===== src/hw/rtl/frrc_pkg.sv =====
// frrc_pkg: shared types, codes, reset values and the RRC coefficient table
// for the 4FSK RRC modulator. No dependencies.
package frrc_pkg;

   localparam int SYM_W         = 16;  // symbol level, signed
   localparam int LEVEL_W       = 15;  // level magnitude register, unsigned
   localparam int SAMPLE_W      = 16;  // q15 output sample
   localparam int COEF_W        = 16;
   localparam int PROD_W        = SYM_W + COEF_W;
   localparam int Q_SHIFT       = 15;
   localparam int SYMS_PER_ITEM = 4;
   localparam int COEF_COUNT    = 45;
   localparam int COEF_IDX_W    = 9;   // covers UPSAMPLE*TAPS_PER_PHASE up to 512
   localparam int CSR_IDX_W     = 8;

   // configuration register indexes
   localparam logic [CSR_IDX_W-1:0] REG_LEVEL_OUTER = 8'd0;
   localparam logic [CSR_IDX_W-1:0] REG_LEVEL_INNER = 8'd1;

   localparam logic [LEVEL_W-1:0] LEVEL_OUTER_RST = 15'd1481;
   localparam logic [LEVEL_W-1:0] LEVEL_INNER_RST = 15'd494;

   // dibit codes
   localparam logic [1:0] DIBIT_POS_OUTER = 2'b11;
   localparam logic [1:0] DIBIT_POS_INNER = 2'b10;
   localparam logic [1:0] DIBIT_NEG_INNER = 2'b00;
   localparam logic [1:0] DIBIT_NEG_OUTER = 2'b01;

   typedef logic signed [SYM_W-1:0] sym_type;

   typedef struct packed {
      logic [LEVEL_W-1:0] outer;
      logic [LEVEL_W-1:0] inner;
   } levels_type;

   // sideband traveling with each sample down the pipe
   typedef struct packed {
      logic valid;
      logic last;
   } tag_type;

   function automatic sym_type dibit_level(input logic [1:0] dibit, input levels_type lv);
      sym_type pos_outer;
      sym_type pos_inner;
      sym_type res;
      pos_outer = sym_type'({1'b0, lv.outer});
      pos_inner = sym_type'({1'b0, lv.inner});
      unique case (dibit)
         DIBIT_POS_OUTER: res = pos_outer;
         DIBIT_POS_INNER: res = pos_inner;
         DIBIT_NEG_INNER: res = -pos_inner;
         DIBIT_NEG_OUTER: res = -pos_outer;
         default:         res = '0;
      endcase
      return res;
   endfunction

   // root-raised-cosine taps, time-reversed order; beyond the table reads zero
   function automatic logic signed [COEF_W-1:0] coef_at(input logic [COEF_IDX_W-1:0] idx);
      logic signed [COEF_W-1:0] c;
      unique case (idx)
         9'd4:  c = -16'sd290;
         9'd5:  c = -16'sd174;
         9'd6:  c = 16'sd142;
         9'd7:  c = 16'sd432;
         9'd8:  c = 16'sd438;
         9'd9:  c = 16'sd90;
         9'd10: c = -16'sd387;
         9'd11: c = -16'sd561;
         9'd12: c = -16'sd155;
         9'd13: c = 16'sd658;
         9'd14: c = 16'sd1225;
         9'd15: c = 16'sd767;
         9'd16: c = -16'sd980;
         9'd17: c = -16'sd3326;
         9'd18: c = -16'sd4648;
         9'd19: c = -16'sd3062;
         9'd20: c = 16'sd2527;
         9'd21: c = 16'sd11552;
         9'd22: c = 16'sd21705;
         9'd23: c = 16'sd29724;
         9'd24: c = 16'sd32767;
         9'd25: c = 16'sd29724;
         9'd26: c = 16'sd21705;
         9'd27: c = 16'sd11552;
         9'd28: c = 16'sd2527;
         9'd29: c = -16'sd3062;
         9'd30: c = -16'sd4648;
         9'd31: c = -16'sd3326;
         9'd32: c = -16'sd980;
         9'd33: c = 16'sd767;
         9'd34: c = 16'sd1225;
         9'd35: c = 16'sd658;
         9'd36: c = -16'sd155;
         9'd37: c = -16'sd561;
         9'd38: c = -16'sd387;
         9'd39: c = 16'sd90;
         9'd40: c = 16'sd438;
         9'd41: c = 16'sd432;
         9'd42: c = 16'sd142;
         9'd43: c = -16'sd174;
         9'd44: c = -16'sd290;
         default: c = '0;
      endcase
      return c;
   endfunction

endpackage


===== src/hw/rtl/frrc_if.sv =====
// frrc_if: valid/ready channel interfaces for the 4FSK RRC modulator.
// No dependencies.
interface frrc_req_if;
   logic       valid;
   logic       ready;
   logic [7:0] data_byte;
   logic       silence;

   modport source (output valid, output data_byte, output silence, input ready);
   modport sink   (input valid, input data_byte, input silence, output ready);
endinterface



===== src/hw/rtl/frrc_seq.sv =====
// frrc_seq: input beat buffer, symbol/phase sequencer, level mapping and the
// symbol window. Depends on frrc_pkg and frrc_if.
module frrc_seq #(
   parameter int UPSAMPLE       = 5,
   parameter int TAPS_PER_PHASE = 9
) (
   input  logic                                     clock,
   input  logic                                     reset,
   input  logic                                     en,
   frrc_req_if.sink                                 req_chan,
   input  frrc_pkg::levels_type                     levels,
   output frrc_pkg::tag_type                        tag_a,
   output logic [$clog2(UPSAMPLE)-1:0]              phase_a,
   output frrc_pkg::sym_type [TAPS_PER_PHASE-1:0]   window
);

   localparam int PH_W = $clog2(UPSAMPLE);

   // one-beat input buffer
   logic       buf_valid_ff, buf_valid_in;
   logic [7:0] buf_byte_ff;
   logic       buf_silence_ff;

   // item being sequenced
   logic            seq_valid_ff, seq_valid_in;
   logic [7:0]      seq_byte_ff;
   logic            seq_silence_ff;
   logic [1:0]      sym_ff, sym_in;
   logic [PH_W-1:0] phase_ff, phase_in;

   frrc_pkg::sym_type [TAPS_PER_PHASE-1:0] window_ff, window_in;
   frrc_pkg::tag_type                      tag_ff;
   logic [PH_W-1:0]                        phase_a_ff;

   logic              accept, issue, finish, load, phase_end;
   logic [1:0]        dibit;
   frrc_pkg::sym_type level;

   assign req_chan.ready = !buf_valid_ff;
   assign accept    = req_chan.valid && req_chan.ready;
   assign issue     = en && seq_valid_ff;
   assign phase_end = (phase_ff == PH_W'(UPSAMPLE - 1));
   assign finish    = phase_end && (sym_ff == 2'(frrc_pkg::SYMS_PER_ITEM - 1));
   assign load      = en && buf_valid_ff && (!seq_valid_ff || finish);

   always_comb begin
      unique case (sym_ff)
         2'd0:    dibit = seq_byte_ff[7:6];
         2'd1:    dibit = seq_byte_ff[5:4];
         2'd2:    dibit = seq_byte_ff[3:2];
         default: dibit = seq_byte_ff[1:0];
      endcase
      level = seq_silence_ff ? '0 : frrc_pkg::dibit_level(dibit, levels);
   end

   always_comb begin
      buf_valid_in = buf_valid_ff;
      if (accept) begin
         buf_valid_in = 1'b1;
      end else if (load) begin
         buf_valid_in = 1'b0;
      end

      seq_valid_in = seq_valid_ff;
      sym_in       = sym_ff;
      phase_in     = phase_ff;
      if (load) begin
         seq_valid_in = 1'b1;
         sym_in       = '0;
         phase_in     = '0;
      end else if (issue) begin
         if (finish) begin
            seq_valid_in = 1'b0;
         end
         if (phase_end) begin
            phase_in = '0;
            sym_in   = sym_ff + 2'd1;
         end else begin
            phase_in = phase_ff + PH_W'(1);
         end
      end

      // new symbol slides in on its first phase
      window_in = window_ff;
      if (issue && (phase_ff == '0)) begin
         for (int k = 0; k < TAPS_PER_PHASE - 1; k++) begin
            window_in[k] = window_ff[k + 1];
         end
         window_in[TAPS_PER_PHASE - 1] = level;
      end
   end

   always_ff @(posedge clock) begin
      if (reset) begin
         buf_valid_ff <= 1'b0;
         seq_valid_ff <= 1'b0;
         sym_ff       <= '0;
         phase_ff     <= '0;
         window_ff    <= '0;
         tag_ff       <= '0;
      end else begin
         buf_valid_ff <= buf_valid_in;
         seq_valid_ff <= seq_valid_in;
         sym_ff       <= sym_in;
         phase_ff     <= phase_in;
         window_ff    <= window_in;
         if (en) begin
            tag_ff.valid <= issue;
            tag_ff.last  <= issue && finish;
         end
      end
   end

   always_ff @(posedge clock) begin
      if (accept) begin
         buf_byte_ff    <= req_chan.data_byte;
         buf_silence_ff <= req_chan.silence;
      end
      if (load) begin
         seq_byte_ff    <= buf_byte_ff;
         seq_silence_ff <= buf_silence_ff;
      end
      if (en) begin
         phase_a_ff <= phase_ff;
      end
   end

   assign tag_a   = tag_ff;
   assign phase_a = phase_a_ff;
   assign window  = window_ff;

endmodule


===== src/flat_wrapper.sv =====
// flat-port wrapper written by rule: the top's interface ports become plain ports
module frrc_seq_flat 
#(
   parameter int UPSAMPLE       = 5,
   parameter int TAPS_PER_PHASE = 9
)
  (clock, reset, en, levels, tag_a, phase_a, window, req_chan_valid, req_chan_data_byte, req_chan_silence, req_chan_ready);
  frrc_req_if req_chan_i ();
  input  logic clock;
  input  logic reset;
  input  logic en;
  input  frrc_pkg::levels_type levels;
  output frrc_pkg::tag_type tag_a;
  output logic [$clog2(UPSAMPLE)-1:0] phase_a;
  output frrc_pkg::sym_type [TAPS_PER_PHASE-1:0] window;
  input wire logic [$bits(req_chan_i.valid)-1:0] req_chan_valid;
  input wire logic [$bits(req_chan_i.data_byte)-1:0] req_chan_data_byte;
  input wire logic [$bits(req_chan_i.silence)-1:0] req_chan_silence;
  output wire logic [$bits(req_chan_i.ready)-1:0] req_chan_ready;
  assign req_chan_i.valid = req_chan_valid;
  assign req_chan_i.data_byte = req_chan_data_byte;
  assign req_chan_i.silence = req_chan_silence;
  assign req_chan_ready = req_chan_i.ready;
  frrc_seq #(.UPSAMPLE(UPSAMPLE), .TAPS_PER_PHASE(TAPS_PER_PHASE)) u_core (.clock(clock), .reset(reset), .en(en), .req_chan(req_chan_i), .levels(levels), .tag_a(tag_a), .phase_a(phase_a), .window(window));
endmodule

===== config.mk =====
export PLATFORM = sky130hd
export DESIGN_NAME = frrc_seq_flat
export DESIGN_NICKNAME = d
export VERILOG_FILES = /design/src/hw/rtl/frrc_pkg.sv /design/src/hw/rtl/frrc_if.sv /design/src/hw/rtl/frrc_seq.sv /design/src/flat_wrapper.sv
export SDC_FILE = /design/constraint.sdc
export NUM_CORES = 1
export LEC_CHECK = 0
export ABC_CLOCK_PERIOD_IN_PS = 2500
export BUFFER_PORTS_ARGS = -buffer_cell sky130_fd_sc_hd__buf_2
export CAP_MARGIN = 20
export CORE_MARGIN = 1
export CORE_UTILIZATION = 40
export DETAILED_ROUTE_END_ITERATION = 10
export GPL_TIMING_DRIVEN = 0
export PLACE_DENSITY_LB_ADDON = 0.05
export SLEW_MARGIN = 20
export SYNTH_ARGS = -nofsm -noshare
export SYNTH_HDL_FRONTEND = slang
export SYNTH_SLANG_ARGS = --single-unit

===== constraint.sdc =====
create_clock -name clock -period 2.5 [get_ports clock]
set_input_delay 0.625 -clock clock [delete_from_list [all_inputs] [get_ports clock]]
set_output_delay 0.625 -clock clock [all_outputs]
set_load 0.02 [all_outputs]

==> flow_metrics.tcl <==
set metrics [dict create \
    pwr-share-clk_pct 44.6 \
    grt_max_degree 17 \
    final_cells 1256 \
    netlist.area_leader.share_pct 45.0 \
    yosysTopAreaCell "dfxtp_1" \
    wirelength_um 19000 \
    port_buffers 191 \
    skew_ps 7.92 \
    finalCriticalPeriod_ps 2310 \
    area_growth_pct 27.3 \
    grt_use_total_pct 21.6 \
    first_iter_violations 242 \
    total_power_mw 5.71 \
    sw_frac_of_total_pct 23.6 \
    slew_viol_final 0 \
    start_util_pct 41.1 \
    async_reset_ff_share_pct 0 \
    cp_data_arrival_time_ps 2610 \
    first_global_vias 5592 \
    die_area_um2 17500 \
    fin_crit_sh_pct 92.5 \
    gp_congestion 0.883 \
    avgSynthCellArea_um2 8.42 \
    syn_area_um2 6810 \
    num_io_pins 193 \
    cts_hold_buf 0 \
    clk_latency_ps 420 \
    grt_pass1_wl_um 29700 \
    outcome "complete, no violations" \
    hold_class "input pin to register" \
    netlist_top_cells_area "dfxtp_1 (45%), nand2_1 (15%), a21oi_1 (11%), edfxtp_1 (9.3%), clkbuf_1 (1.8%)" \
    cts_tree "yes" \
    yosys-top-cells-count "nand2_1 (270), a21oi_1 (154), dfxtp_1 (153)" \
    cts_made_buffers 17 \
    wl_per_cell_um 15.2 \
    placeableCoreArea_um2 16600 \
    routed-via-count 6230 \
    synth-seq-area-share_pct 54.3 \
    reg2reg_to "u_core.window[139]" \
    drive_above_1_share_pct 25.2 \
    holdPathEnd "u_core.buf_silence_ff" \
    synth_most_common_cell "nand2_1" \
    synth_nets 861 \
    internal_power_mw 4.36 \
    min_from "req_chan_silence" \
    finalHoldViolations 0 \
    grt-ovfl-total 0 \
    rsz0062_at_grt "no" \
    die_height_um 132 \
    clock_sinks 174 \
    root_buffer "clkbuf_16" \
    combPwrFrac_pct 5.2 \
    synthCells 809 \
    critPathMaxFanout 10 \
    htree_num_levels 4 \
    leakage_nw 3.56 \
    seqPwrFrac_pct 50.2 \
    num_antenna_cells 0 \
    utilization_pct 52.2 \
    holdWs_ps 376 \
    fmax_mhz 432 \
    synth.distinct_cells 45 \
    relSlewSlack_pct 52.7 \
    vias_per_cell 4.96 \
    maxCapViolations 0 \
    rr_startpoint "u_core.sym_ff[1]" \
    rows 47 \
    irDropWorstVdd_uv 474 \
    synth_seq_cells 174 \
    power_density_nw_per_um2 659 \
    crit_type "register to register" \
    setup_tns_ps 0 \
    antenna_found_initial 0 \
    start_kind "register" \
    end_kind "register" \
    postRouteAntennaNets 0 \
    setup_violations 0 \
    max_slew.worst_pin.slew_ps 699 \
    placedCellCount 1220 \
    required_ps 2800 \
    switchingPower_mw 1.35 \
    cts_buffer_depth 2 \
    whs_path_depth 1 \
    synth_edf_count 21 \
    nets 1075 \
    r2r_cells 9 \
    reg2reg_setup_slack_ps 190 \
    drc 0 \
    dr.pass1.iters 4 \
    fill_cells 1723 \
    yosysWarnings 0 \
    cts.clk_slew.worst_paths_ps 60 \
    die_width_um 132 \
    synth_ff_type "dfxtp_1" \
    hpwl_um 14400 \
]
## placed cells by master (no fill, tap or decap), types with 4 or more instances in the layout
master	n
nand2_1	270
buf_2	206
a21oi_1	153
dfxtp_1	152
clkbuf_1	32
nor2_1	22
edfxtp_1	21
clkbuf_16	17
or3_1	15
inv_1	14
nor3_1	13
xor2_1	11
a221o_1	11
o21ai_0	9
ha_1	9
buf_4	5
o21ai_1	5
or4_1	4
mux2i_1	4
inv_6	4
## routing by layer
| layer | track usage (%) | share of wire (%) | vias to the layer above |
|---|---|---|---|
| met2 | 34.8 | 47 | 168 |
| li1 | - | - | 3173 |
| met4 | 8.11 | 1.6 | 0 |
| met5 | 0 | 0 | - |
| met1 | 28.5 | 46 | 2870 |
| met3 | 4.75 | 4.8 | 19 |
## worst max-delay path, stage by stage (launching register included)
cell and delay, ps:
dfxtp_1 400, inv_1 80, ha_1 200, a222oi_1 390, mux2i_2 170, buf_4 160
buf_2 190, a21oi_1 170, xor2_1 90, a221o_1 340
## registers in the layout (all words and copies together), names as in the netlist
name and cells:
u_core.seq_byte_ff 8, u_core.phase_a 3, u_core.tag_a 2, u_core.sym_ff 2
u_core.buf_silence_ff 1, u_core.buf_byte_ff 8, u_core.phase_ff 3, u_core.window 144
u_core.seq_valid_ff 1, u_core.buf_valid_ff 1, u_core.seq_silence_ff 1
## timing repair
action | CTS | global route
pin swaps | 0 | 2
gates resized for setup | 2 | 8
setup endpoints to repair | 65 | 20
buffers inserted | 0 | 4
## final cells by class
type                       instances  area (µm²)  share of cell area (%)
buffer                            51         216                    2.50
clock buffer                      18         439                    5.07
clock inverter                    14         129                    1.49
inverter                          14        52.6                   0.606
multi-input combinational        570        2870                    33.1
sequential                       174        3690                    42.6
tap                              220         275                    3.18
timing repair buffer             195         986                    11.4
## worst max-delay path by stage
| stage | from | cells after the start | slack [ps] | to |
|---|---|---|---|---|
| floorplan | levels[15] | 7 | 330 | u_core.window[142] |
| global placement | en | 6 | -240 | u_core.window[139] |
| detailed placement | en | 7 | -240 | u_core.window[76] |
| CTS | u_core.sym_ff[0] | 9 | 20 | u_core.window[141] |
| global route | u_core.sym_ff[0] | 9 | 2 | u_core.window[140] |
| finish | u_core.sym_ff[1] | 9 | 190 | u_core.window[139] |
## power by group through the flow
stage | registers, mW | logic [mW] | clock network, mW
after CTS | 2.87 | 0.293 | 2.60
after floorplan | 2.93 | 0.162 | 0
after global routing | 2.87 | 0.330 | 2.73
after detailed placement | 2.93 | 0.292 | 0
after global placement | 2.93 | 0.292 | 0
final | 2.87 | 0.298 | 2.54
## kinds of logic after synthesis
family / synth area share, %
fa+ha+maj: 1.65
buf+inv: 3.90
mux: 0.901
simple gates: 22.2
flops: 54.3
xor+xnor: 1.67
compound gates: 15.4
## per-stage QoR
step,area (µm²),worst slack (ps)
finish,8660,187
global route,8660,1.57
CTS,8610,20.7
detailed placement,8040,-245
global placement,8040,-244
floorplan,6810,329
Power figures use the tool's default switching activity.
